<file path="config.mk">
export PLATFORM = sky130hd
export DESIGN_NAME = joystick_to_rc_pulse_mapper
export DESIGN_NICKNAME = d
export VERILOG_FILES = /design/src/rtl/jrcpm_pkg.sv /design/src/rtl/joystick_to_rc_pulse_mapper.sv /design/src/rtl/jrcpm_axis_map.sv
export SDC_FILE = /design/constraint.sdc
export NUM_CORES = 1
export LEC_CHECK = 0
export ABC_AREA = 1
export BUFFER_PORTS_ARGS = -buffer_cell sky130_fd_sc_hd__buf_2
export CAP_MARGIN = 15
export CORE_MARGIN = 1
export CORE_UTILIZATION = 51
export CTS_CLUSTER_DIAMETER = 30
export DETAILED_ROUTE_END_ITERATION = 6
export PLACE_DENSITY = 0.71
export REMOVE_ABC_BUFFERS = 1
export SLEW_MARGIN = 0
export SYNTH_ARGS = -nofsm -noshare
export SYNTH_HDL_FRONTEND = slang
export SYNTH_HIERARCHICAL = 1
export SYNTH_SLANG_ARGS = --single-unit
</file>
<file path="constraint.sdc">
create_clock -name clk -period 10.7 [get_ports clk]
set_input_delay 0.535 -clock clk [delete_from_list [all_inputs] [get_ports clk]]
set_output_delay 0.535 -clock clk [all_outputs]
set_load 0.05 [all_outputs]
</file>
<file path="src/rtl/jrcpm_pkg.sv">
`timescale 1ns / 1ps
// ----------------------------------------------------------------------------
// jrcpm_pkg : joystick to RC pulse mapper package
// Payload types, event codes, pulse limits and axis scaling constants.
// ----------------------------------------------------------------------------
package jrcpm_pkg;

  typedef struct packed {
    logic               opcode;
    logic [4:0]         button_index;
    logic               pressed;
    logic [2:0]         axis_index;
    logic signed [15:0] axis_value;
  } jrcpm_in_t;

  typedef struct packed {
    logic        kind;
    logic        override_on;
    logic [10:0] armed_pulse;
    logic [10:0] roll_pulse;
    logic [10:0] pitch_pulse;
    logic [10:0] throttle_pulse;
  } jrcpm_out_t;

  // event kinds
  localparam logic OP_BUTTON = 1'b0;
  localparam logic OP_AXIS   = 1'b1;

  // buttons
  localparam logic [4:0] BTN_OVERRIDE = 5'd0;
  localparam logic [4:0] BTN_ARM      = 5'd1;
  localparam logic [4:0] BTN_THR_UP   = 5'd11;
  localparam logic [4:0] BTN_THR_DOWN = 5'd12;

  // axes
  localparam logic [2:0] AXIS_ROLL     = 3'd2;
  localparam logic [2:0] AXIS_PITCH    = 3'd3;
  localparam logic [2:0] AXIS_THROTTLE = 3'd5;

  // result kinds
  localparam logic KIND_MODE = 1'b0;
  localparam logic KIND_CHAN = 1'b1;

  // pulse widths in microseconds
  localparam logic [10:0] PULSE_MIN = 11'd1000;
  localparam logic [10:0] PULSE_MID = 11'd1500;
  localparam logic [10:0] PULSE_MAX = 11'd2000;

  localparam logic [6:0] THROTTLE_STEP_RST = 7'd10;

  // Q15 axis scaling
  localparam logic [14:0]        Q15_ONE     = 15'd32767;
  localparam logic signed [15:0] Q15_MOST_NEG = 16'sh8000;
  localparam logic signed [15:0] Q15_NEG_ONE  = -16'sd32767;

  localparam int unsigned DEAD_ZONE = 3277;
  localparam logic [14:0] DEAD_ZONE_Q15 = 15'(DEAD_ZONE);
  localparam int unsigned SPAN = 32767 - DEAD_ZONE;

  // 500*x/SPAN as (x*CM_K) >> CM_SHIFT, rounded-up reciprocal; exact for x <= SPAN
  localparam int unsigned CM_SHIFT = 31;
  localparam int unsigned CM_KW    = 27;
  localparam longint unsigned CM_K_FULL =
    ((64'd500 << CM_SHIFT) + 64'(SPAN) - 64'd1) / 64'(SPAN);
  localparam logic [CM_KW-1:0] CM_K = CM_KW'(CM_K_FULL);

endpackage

</file>
<file path="src/rtl/joystick_to_rc_pulse_mapper.sv">
`timescale 1ns / 1ps
// ----------------------------------------------------------------------------
// joystick_to_rc_pulse_mapper : joystick events to four RC pulse widths
// Buttons toggle override and arm and step the throttle; axes set roll,
// pitch and throttle. Channel results go out only in override mode.
// ----------------------------------------------------------------------------
//
//  Channel  Signals                          Carries
//  -------  -------------------------------  -------------------------------
//  evt      evt_valid, evt_ready, evt        one joystick event (jrcpm_in_t)
//  pulse    pulse_valid, pulse_ready, pulse  mode change or channel update
//  cfg      cfg_valid, cfg_ready,            throttle step per button press
//           cfg_throttle_step
//
//  Cycles : one event per cycle sustained while results are taken. An event
//           waits in the input register, and its result is registered in
//           the result register. The path is set by the axis scaling
//           multiplier in jrcpm_axis_map.
//  Reset  : synchronous; override off, all levels 1000, step 10, both
//           registers empty. No clearing pass.
//  Stalls : a held result blocks the input register only; events with no
//           result still need the result slot free before they retire.
//
module joystick_to_rc_pulse_mapper
  import jrcpm_pkg::*;
(
  input  logic       clk,
  input  logic       rst,
  input  logic       evt_valid,
  output logic       evt_ready,
  input  jrcpm_in_t  evt,
  output logic       pulse_valid,
  input  logic       pulse_ready,
  output jrcpm_out_t pulse,
  input  logic       cfg_valid,
  output logic       cfg_ready,
  input  logic [6:0] cfg_throttle_step
);

  // input register
  jrcpm_in_t   in_q;
  logic        in_full;
  logic        adv;

  // block state
  logic        override_mode, override_mode_next;
  logic [10:0] armed_level, armed_level_next;
  logic [10:0] roll_level, roll_level_next;
  logic [10:0] pitch_level, pitch_level_next;
  logic [10:0] throttle_level, throttle_level_next;
  logic [6:0]  throttle_step;

  logic        emit;
  logic        emit_kind;
  logic [10:0] axis_level;
  logic [11:0] thr_up_sum;
  logic [11:0] thr_down_floor;

  // retire the held event once the result slot is free or being drained
  assign adv       = in_full && (!pulse_valid || pulse_ready);
  assign evt_ready = !in_full || adv;
  assign cfg_ready = 1'b1;

  always_ff @(posedge clk) begin
    if (rst) begin
      in_full <= 1'b0;
    end else if (evt_valid && evt_ready) begin
      in_full <= 1'b1;
    end else if (adv) begin
      in_full <= 1'b0;
    end
  end

  // payload: load on transfer, hold otherwise
  always_ff @(posedge clk) begin
    if (evt_valid && evt_ready) begin
      in_q <= evt;
    end
  end

  jrcpm_axis_map u_axis_map (
    .axis_index (in_q.axis_index),
    .axis_value (in_q.axis_value),
    .level      (axis_level)
  );

  assign thr_up_sum     = {1'b0, throttle_level} + {5'd0, throttle_step};
  assign thr_down_floor = {1'b0, PULSE_MIN} + {5'd0, throttle_step};

  // next state and result decision for the event in the input register
  always_comb begin
    override_mode_next  = override_mode;
    armed_level_next    = armed_level;
    roll_level_next     = roll_level;
    pitch_level_next    = pitch_level;
    throttle_level_next = throttle_level;
    emit                = 1'b0;
    emit_kind           = KIND_CHAN;

    if (in_q.opcode == OP_BUTTON) begin
      // release events do nothing
      if (in_q.pressed) begin
        unique case (in_q.button_index)
          BTN_OVERRIDE: begin
            override_mode_next = !override_mode;
            emit               = 1'b1;
            emit_kind          = KIND_MODE;
          end
          BTN_ARM: begin
            if (override_mode) begin
              armed_level_next = (armed_level > PULSE_MID) ? PULSE_MIN : PULSE_MAX;
              emit             = 1'b1;
            end
          end
          BTN_THR_UP: begin
            // step only while the result stays within the top limit
            if (override_mode && (thr_up_sum <= {1'b0, PULSE_MAX})) begin
              throttle_level_next = thr_up_sum[10:0];
              emit                = 1'b1;
            end
          end
          BTN_THR_DOWN: begin
            if (override_mode && ({1'b0, throttle_level} >= thr_down_floor)) begin
              throttle_level_next = throttle_level - {4'd0, throttle_step};
              emit                = 1'b1;
            end
          end
          default: begin
          end
        endcase
      end
    end else begin
      // axes update their level even outside override; report only a change
      unique case (in_q.axis_index)
        AXIS_THROTTLE: begin
          throttle_level_next = axis_level;
          emit = override_mode && (axis_level != throttle_level);
        end
        AXIS_ROLL: begin
          roll_level_next = axis_level;
          emit = override_mode && (axis_level != roll_level);
        end
        AXIS_PITCH: begin
          pitch_level_next = axis_level;
          emit = override_mode && (axis_level != pitch_level);
        end
        default: begin
        end
      endcase
    end
  end

  // state and configuration
  always_ff @(posedge clk) begin
    if (rst) begin
      override_mode  <= 1'b0;
      armed_level    <= PULSE_MIN;
      roll_level     <= PULSE_MIN;
      pitch_level    <= PULSE_MIN;
      throttle_level <= PULSE_MIN;
      throttle_step  <= THROTTLE_STEP_RST;
    end else begin
      if (adv) begin
        override_mode  <= override_mode_next;
        armed_level    <= armed_level_next;
        roll_level     <= roll_level_next;
        pitch_level    <= pitch_level_next;
        throttle_level <= throttle_level_next;
      end
      if (cfg_valid && cfg_ready) begin
        throttle_step <= cfg_throttle_step;
      end
    end
  end

  // result register
  always_ff @(posedge clk) begin
    if (rst) begin
      pulse_valid <= 1'b0;
    end else if (adv && emit) begin
      pulse_valid <= 1'b1;
    end else if (pulse_ready) begin
      pulse_valid <= 1'b0;
    end
  end

  always_ff @(posedge clk) begin
    if (adv && emit) begin
      pulse.kind           <= emit_kind;
      pulse.override_on    <= override_mode_next;
      pulse.armed_pulse    <= armed_level_next;
      pulse.roll_pulse     <= roll_level_next;
      pulse.pitch_pulse    <= pitch_level_next;
      pulse.throttle_pulse <= throttle_level_next;
    end
  end

  // --------------------------------------------------------------------------
  // assertions
  // --------------------------------------------------------------------------
  a_arm_two_levels: assert property (@(posedge clk) disable iff (rst)
    (armed_level == PULSE_MIN) || (armed_level == PULSE_MAX))
    else $error("arm level left its two settings");

  a_levels_in_range: assert property (@(posedge clk) disable iff (rst)
    (roll_level >= PULSE_MIN) && (roll_level <= PULSE_MAX) &&
    (pitch_level >= PULSE_MIN) && (pitch_level <= PULSE_MAX) &&
    (throttle_level >= PULSE_MIN) && (throttle_level <= PULSE_MAX))
    else $error("channel level outside 1000..2000");

  a_chan_only_in_override: assert property (@(posedge clk) disable iff (rst)
    pulse_valid && (pulse.kind == KIND_CHAN) |-> pulse.override_on)
    else $error("channel result outside override");

  a_mode_result_tracks_state: assert property (@(posedge clk) disable iff (rst)
    adv && emit && (emit_kind == KIND_MODE) |=>
      pulse_valid && (pulse.override_on == override_mode) &&
      (override_mode != $past(override_mode)))
    else $error("mode result does not match toggled override state");

  a_held_event_stable: assert property (@(posedge clk) disable iff (rst)
    in_full && !adv |=> in_full && $stable(in_q))
    else $error("held event lost or changed");

endmodule

</file>
<file path="src/rtl/jrcpm_axis_map.sv">
`timescale 1ns / 1ps
// ----------------------------------------------------------------------------
// jrcpm_axis_map : axis position to pulse width
// Throttle maps 0..+1 onto 1000..2000; roll and pitch map with a centre dead
// zone onto 1000..2000. Pitch is inverted.
// ----------------------------------------------------------------------------
module jrcpm_axis_map
  import jrcpm_pkg::*;
(
  input  logic [2:0]         axis_index,
  input  logic signed [15:0] axis_value,
  output logic [10:0]        level
);

  logic signed [15:0] v_c;
  logic signed [15:0] v_neg;
  logic [14:0]        mag;
  logic [14:0]        t;
  logic [24:0]        t_prod;
  logic [9:0]         t_hi;
  logic [15:0]        t_sum;
  logic [10:0]        t_quo;
  logic [10:0]        level_t;
  logic               u_neg;
  logic               dead;
  logic [14:0]        x;
  logic [14+CM_KW:0]  c_prod;
  logic [8:0]         c_quo;
  logic [10:0]        level_c;

  always_comb begin
    // clamp the most negative code to -1
    v_c   = (axis_value == Q15_MOST_NEG) ? Q15_NEG_ONE : axis_value;
    v_neg = -v_c;
    mag   = v_c[15] ? v_neg[14:0] : v_c[14:0];

    // throttle: 1000*t/32767 via n = a*2^15 + b = a*32767 + (a + b)
    t       = v_c[15] ? 15'd0 : v_c[14:0];
    t_prod  = {10'd0, t} * 25'd1000;
    t_hi    = t_prod[24:15];
    t_sum   = {6'd0, t_hi} + {1'b0, t_prod[14:0]};
    t_quo   = {1'b0, t_hi} + {10'd0, (t_sum >= {1'b0, Q15_ONE})};
    level_t = PULSE_MIN + t_quo;

    // roll / pitch with centre dead zone
    u_neg   = (axis_index == AXIS_PITCH) ? (!v_c[15] && (v_c != 16'sd0)) : v_c[15];
    dead    = (mag < DEAD_ZONE_Q15);
    x       = u_neg ? (Q15_ONE - mag) : (mag - DEAD_ZONE_Q15);
    c_prod  = {{CM_KW{1'b0}}, x} * {15'd0, CM_K};
    c_quo   = c_prod[CM_SHIFT+8:CM_SHIFT];
    level_c = dead ? PULSE_MID : ((u_neg ? PULSE_MIN : PULSE_MID) + {2'd0, c_quo});

    level = (axis_index == AXIS_THROTTLE) ? level_t : level_c;
  end

endmodule
</file>
-- Word-level counts from Yosys, hierarchy flattened
Index checks and enable logic that the tools add are counted.
- register bits: 126
- latch bits: 0
- memory bits (writable): 0
- ROM bits: 0
- bits of input ports: 38
- output and inout port bits: 49
- logic and storage cells: 105
- memories: 0
- add/subtract/negate cells: 10
- multiply operators: 2
- divide/modulo/power cells: 0
- magnitude comparators: 5
- eq/ne operators: 10
- shift operators: 0
- multiplexer cells: 38
- bitwise gates (word level): 1
- reductions and logical operators: 20
- operator list (kind ; number):
    $mux 11 ; 17
    $mux 15 ; 3
    $mul 15x26->40 const B ; 1
    $ne 11x11->1 ; 3
    $mul 15x7->22 const B ; 1
    $pmux 11 s2 ; 1
    $add 10x15->16 ; 1
    $eq 16x16->1 const B ; 1
    $ge 16x15->1 const B ; 1
    $mux 16 ; 1
    $reduce_bool 16->1 ; 1
    $lt 15x12->1 const B ; 1
    $neg 15->15 ; 1
    $sub 15x12->15 const B ; 1
    $sub 15x15->15 const A ; 1
    $mux 1 ; 14
    $add 11x7->12 ; 1
    $le 12x11->1 const B ; 1
    $add 10x1->11 ; 1
    $add 10x11->11 const A ; 1
    $add 10x7->11 const A ; 1
    $add 11x9->11 ; 1
    $ge 11x11->1 ; 1
    $gt 11x11->1 const B ; 1
    14 further kinds ; 29

-- Depth between registers and ports, before layout
- depth in word-level cells: 16
- gate-level depth with buffers: 62

-- Hierarchy
Netlist, hierarchy kept.
- modules (own cells, without submodules) (module ; instances ; cells an instance ; area each (sq um) ; sequential area each (sq um)):
    jrcpm_axis_map ; 1 ; 1187 ; 9356.5 ; 0.0
    joystick_to_rc_pulse_mapper ; 1 ; 823 ; 6791.5 ; 3243.1

-- Least setup slack after synthesis
OpenSTA, ideal clock, no wires.
- path kind: register to register
- start: register in_q[2] (netlist bit)
- end: register pulse[0] (netlist bit), enable pin
- arrival: 9911 ps
- data required time: 10300 ps
- path slack: 389 ps
- stages on the path, launching flop included: 52
- period minus slack after synthesis: 10311 ps
- cells stage by stage: edfxtp_1 -> nor2_2 -> nand2_1 -> nor2_2 -> nand2_4 -> nand2_1 -> inv_1 -> ha_1 -> a21oi_1 -> ha_1 -> nor2_1 -> nand3_1 -> xor2_1 -> inv_1 -> fa_1 -> inv_1 -> fa_1 -> inv_1 -> (+16 left out) -> o211ai_1 -> xor2_1 -> ha_1 -> nand2_1 -> nor2_1 -> a211oi_1 -> nand2_1 -> nor2_1 -> nand3_2 -> o21ai_1 -> inv_1 -> xor2_1 -> nor3_1 -> nand3_1 -> nand2_1 -> nand2_1 -> nand2_1 -> inv_1
- longest elaborated chain between the ends: 15
- RTL lines (element ; RTL line ; RTL):
    from (decl) ; joystick_to_rc_pulse_mapper.sv:41 ; jrcpm_in_t in_q;
    from (signal assigned) ; joystick_to_rc_pulse_mapper.sv:77 ; in_q <= evt;
    $eq 16x16->1 ; jrcpm_axis_map.sv:33 ; v_c = (axis_value == Q15_MOST_NEG) ? Q15_NEG_ONE : axis_value;
    $mux 16 * ; jrcpm_axis_map.sv:33 ;
    branches (longest 7 deep; another with $mul 15x7->22) ; - ;
    $mux 11 * ; jrcpm_axis_map.sv:53 ; level = (axis_index == AXIS_THROTTLE) ? level_t : level_c;
    via axis_level[10] ; joystick_to_rc_pulse_mapper.sv:55 ; logic [10:0] axis_level;
    $ne 11x11->1, on equally long branches ; joystick_to_rc_pulse_mapper.sv:145, joystick_to_rc_pulse_mapper.sv:137, joystick_to_rc_pulse_mapper.sv:141 ;
    $logic_and 1x1->1, on equally long branches ; joystick_to_rc_pulse_mapper.sv:145, joystick_to_rc_pulse_mapper.sv:137, joystick_to_rc_pulse_mapper.sv:141 ;
    $pmux 1 s3 * ; joystick_to_rc_pulse_mapper.sv:134 ; unique case (in_q.axis_index)
    $mux 1 * ; joystick_to_rc_pulse_mapper.sv:100 ; if (in_q.opcode == OP_BUTTON) begin
    $logic_and 1x1->1 * ; joystick_to_rc_pulse_mapper.sv:188 ; if (adv && emit) begin
    to (decl) ; joystick_to_rc_pulse_mapper.sv:34 ; output jrcpm_out_t pulse,
Mark *: on every way through the listed nets, which the timed path passes.
A chain may end at the register's enable or synchronous reset.

-- Final worst setup path
- start: register in_q[4] (netlist bit)
- end: register pulse[33] (netlist bit), enable pin
The elaborated chain is that of the path after synthesis.

==> impl_metrics.json <==
{
  "status": "finished with violations",
  "violations": "DRC",
  "clkLatencyLatePin_ps": 440,
  "path_max_fanout": 23,
  "grt_pass1_vias": 13600,
  "hold_buffers": 0,
  "area_growth_pct": 9.59,
  "synth_seq_area_share": 0.201,
  "placed_cells": 2470,
  "slew_violations": 0,
  "ios": 87,
  "clockRootBuffer": "clkbuf_16",
  "setup_viol": 0,
  "holdPathStages": 1,
  "period_needed_ps": 10030,
  "tritoncts": "built",
  "drt-total-wl_um": 40600,
  "required_ps": 10880,
  "grt_pass1_wl_um": 67900,
  "io_buffers": 85,
  "htreeDepth": 4,
  "synthArstFlopShare": 0,
  "fin_nets": 2509,
  "syn-cell-area_sq_mm": 0.0161,
  "arrival_ps": 10210,
  "cts.sinks": 126,
  "grt-ovfl-total": 0,
  "fmax_ghz": 0.0997,
  "clkTransAtPathRegs_ps": 80,
  "viasPerCell": 5.42,
  "design_area_sq_mm": 0.0177,
  "synth_compound_area_frac": 0.114,
  "grt_max_degree": 47,
  "finalClockSkew_ps": 16.7,
  "synth_cells": 2010,
  "critical_path.slowest_cell": "fa_1",
  "synth_fa_ha_area_frac": 0.352,
  "die_h_um": 180,
  "tightest_slew_ps": 1090,
  "dr_total_vias": 13600,
  "core_sq_mm": 0.0309,
  "yosysTopAreaCell": "ha_1",
  "n_antenna_cell": 0,
  "placed_area_sq_mm": 0.0170,
  "cap_viol_max_count": 0,
  "netlist_top_cells_count": "379 x inv_1, 363 x nand2_1, 241 x ha_1, 135 x nor2_1, 133 x fa_1",
  "yosys.area_share.simple": 0.196,
  "ys_ff_latch": 126,
  "timing_worst_setup_path_type": "reg -> reg",
  "start_util": 0.522,
  "cts_made_buffers": 17,
  "cts.path.max_buffers": 2,
  "dieWidth_um": 180,
  "yosysWarnings": 6,
  "ys_types": 67,
  "final_antenna_net_count": 0,
  "critPathMaxStageDelay_ps": 580,
  "endpoint_kind": "flop",
  "wl_per_cell_um": 16.2,
  "antenna_found_initial": 0,
  "instances_no_fill": 2506,
  "dp_hpwl_um": 33500,
  "period_share": 0.937,
  "grt_use_total": 0.262,
  "synth_ff_type": "edfxtp_1",
  "synth.most_common_cell": "inv_1",
  "syn_area_per_cell_sq_um": 8.03,
  "min_path_type": "in -> reg",
  "first_pass_iters": 7,
  "synthMuxAreaShare": 0,
  "drive_above_1_share": 0.113,
  "slew_headroom": 0.269,
  "synth-edff-count": 72,
  "cpMostUsedCell": "nand2_1",
  "reg2regPathDepth": 52,
  "route.detailed.drc": 3,
  "startpoint_type": "flop",
  "ys_top_cells_by_area": "ha_1 19%, fa_1 16%, edfxtp_1 13%",
  "synth_top_area_frac": 0.187,
  "row_count": 64,
  "timing.final.hold_violations": 0,
  "synth_xor_area_frac": 0.0329,
  "finalWeightedCongestion": 0.952,
  "drtIter0Drc": 1054,
  "synth_top_family_by_area": "adder cells",
  "dieArea_sq_mm": 0.0324
}
kinds of logic (layout without fill, tap and decap cells):
| kind of cell | Yosys count | in the layout |
|---|---|---|
| simple gates | 708 | 708 |
| buf+inv | 431 | 531 |
| fa+ha+maj | 374 | 374 |
| compound gates | 312 | 312 |
| flops | 126 | 126 |
| xor+xnor | 58 | 58 |
| other cells | 1 | 1 |
sequential cells by signal (all words and copies together) (netlist names):
register / count
armed_level: 11
in_full: 1
in_q: 26
override_mode: 1
pitch_level: 11
pulse: 46
pulse_valid: 1
roll_level: 11
throttle_level: 11
throttle_step: 7
cell usage in the layout, fill, tap and decap left out, drive strengths merged, types with 20 or more instances in the layout:
cell and n:
buf 105, xor2 48, inv 396, nand3 109
nand4 20, edfxtp 72, nor2 151, fa 133
a21oi 124, o21ai 116, nand2 393, dfxtp 54
ha 241, o211ai 22
layer usage:
| metal | GRT usage | vias up | wire length (um) |
|---|---|---|---|
| met3 | 0.0458 | 64 | 2600 |
| met1 | 0.338 | 6398 | 17600 |
| met4 | 0.0690 | 0 | 901 |
| li1 | - | 6688 | - |
| met5 | 0 | - | 0 |
| met2 | 0.453 | 422 | 19500 |
worst paths after layout:
path / start / slack (ps) / endpoint
max: in_q[4] / 670 / pulse[33]
min: evt[1] / 270 / in_q[1]
max reg2reg: in_q[4] / 670 / pulse[33]
min reg2reg: armed_level[1] / 460 / armed_level[1]
worst max-delay path: cells and delay by family (launching register included):
family | cells | cell delay (ps)
AO/OA/AOI/OAI | 7 | 1400
XOR/XNOR | 4 | 690
adder cells (fa/ha/maj) | 9 | 3940
buffers and inverters | 10 | 840
flip-flops | 1 | 440
AND/OR/NAND/NOR | 22 | 2430
per-stage QoR:
step	setup slack (ps)	hold WS, ps	utilization	TNS (ps)
after floorplan	-251	437	-	-11550
after global placement	336	451	0.550	0
after detailed placement	125	455	0.550	0
after CTS	73.5	253	0.570	0
after global routing	-3.77	251	0.573	-29.2
final	671	267	0.573	0
area by class of cell:
class / instances / area, sq um
Fill cell: 2827 / 13200
Multi-Input combinational cell: 1453 / 11300
Sequential cell: 126 / 3240
Inverter: 393 / 1510
Timing Repair Buffer: 105 / 576
Tap cell: 396 / 495
Clock buffer: 17 / 425
Clock inverter: 15 / 170
Timing Repair inverter: 1 / 8.76
timing repair:
action,in CTS,in global routing
endpoints found under the setup margin,0,46
gates resized for setup,0,14
buffers inserted,0,3
Power is not shown: default switching activity piles up to over one toggle a cycle in this logic, so the estimate is an artifact.
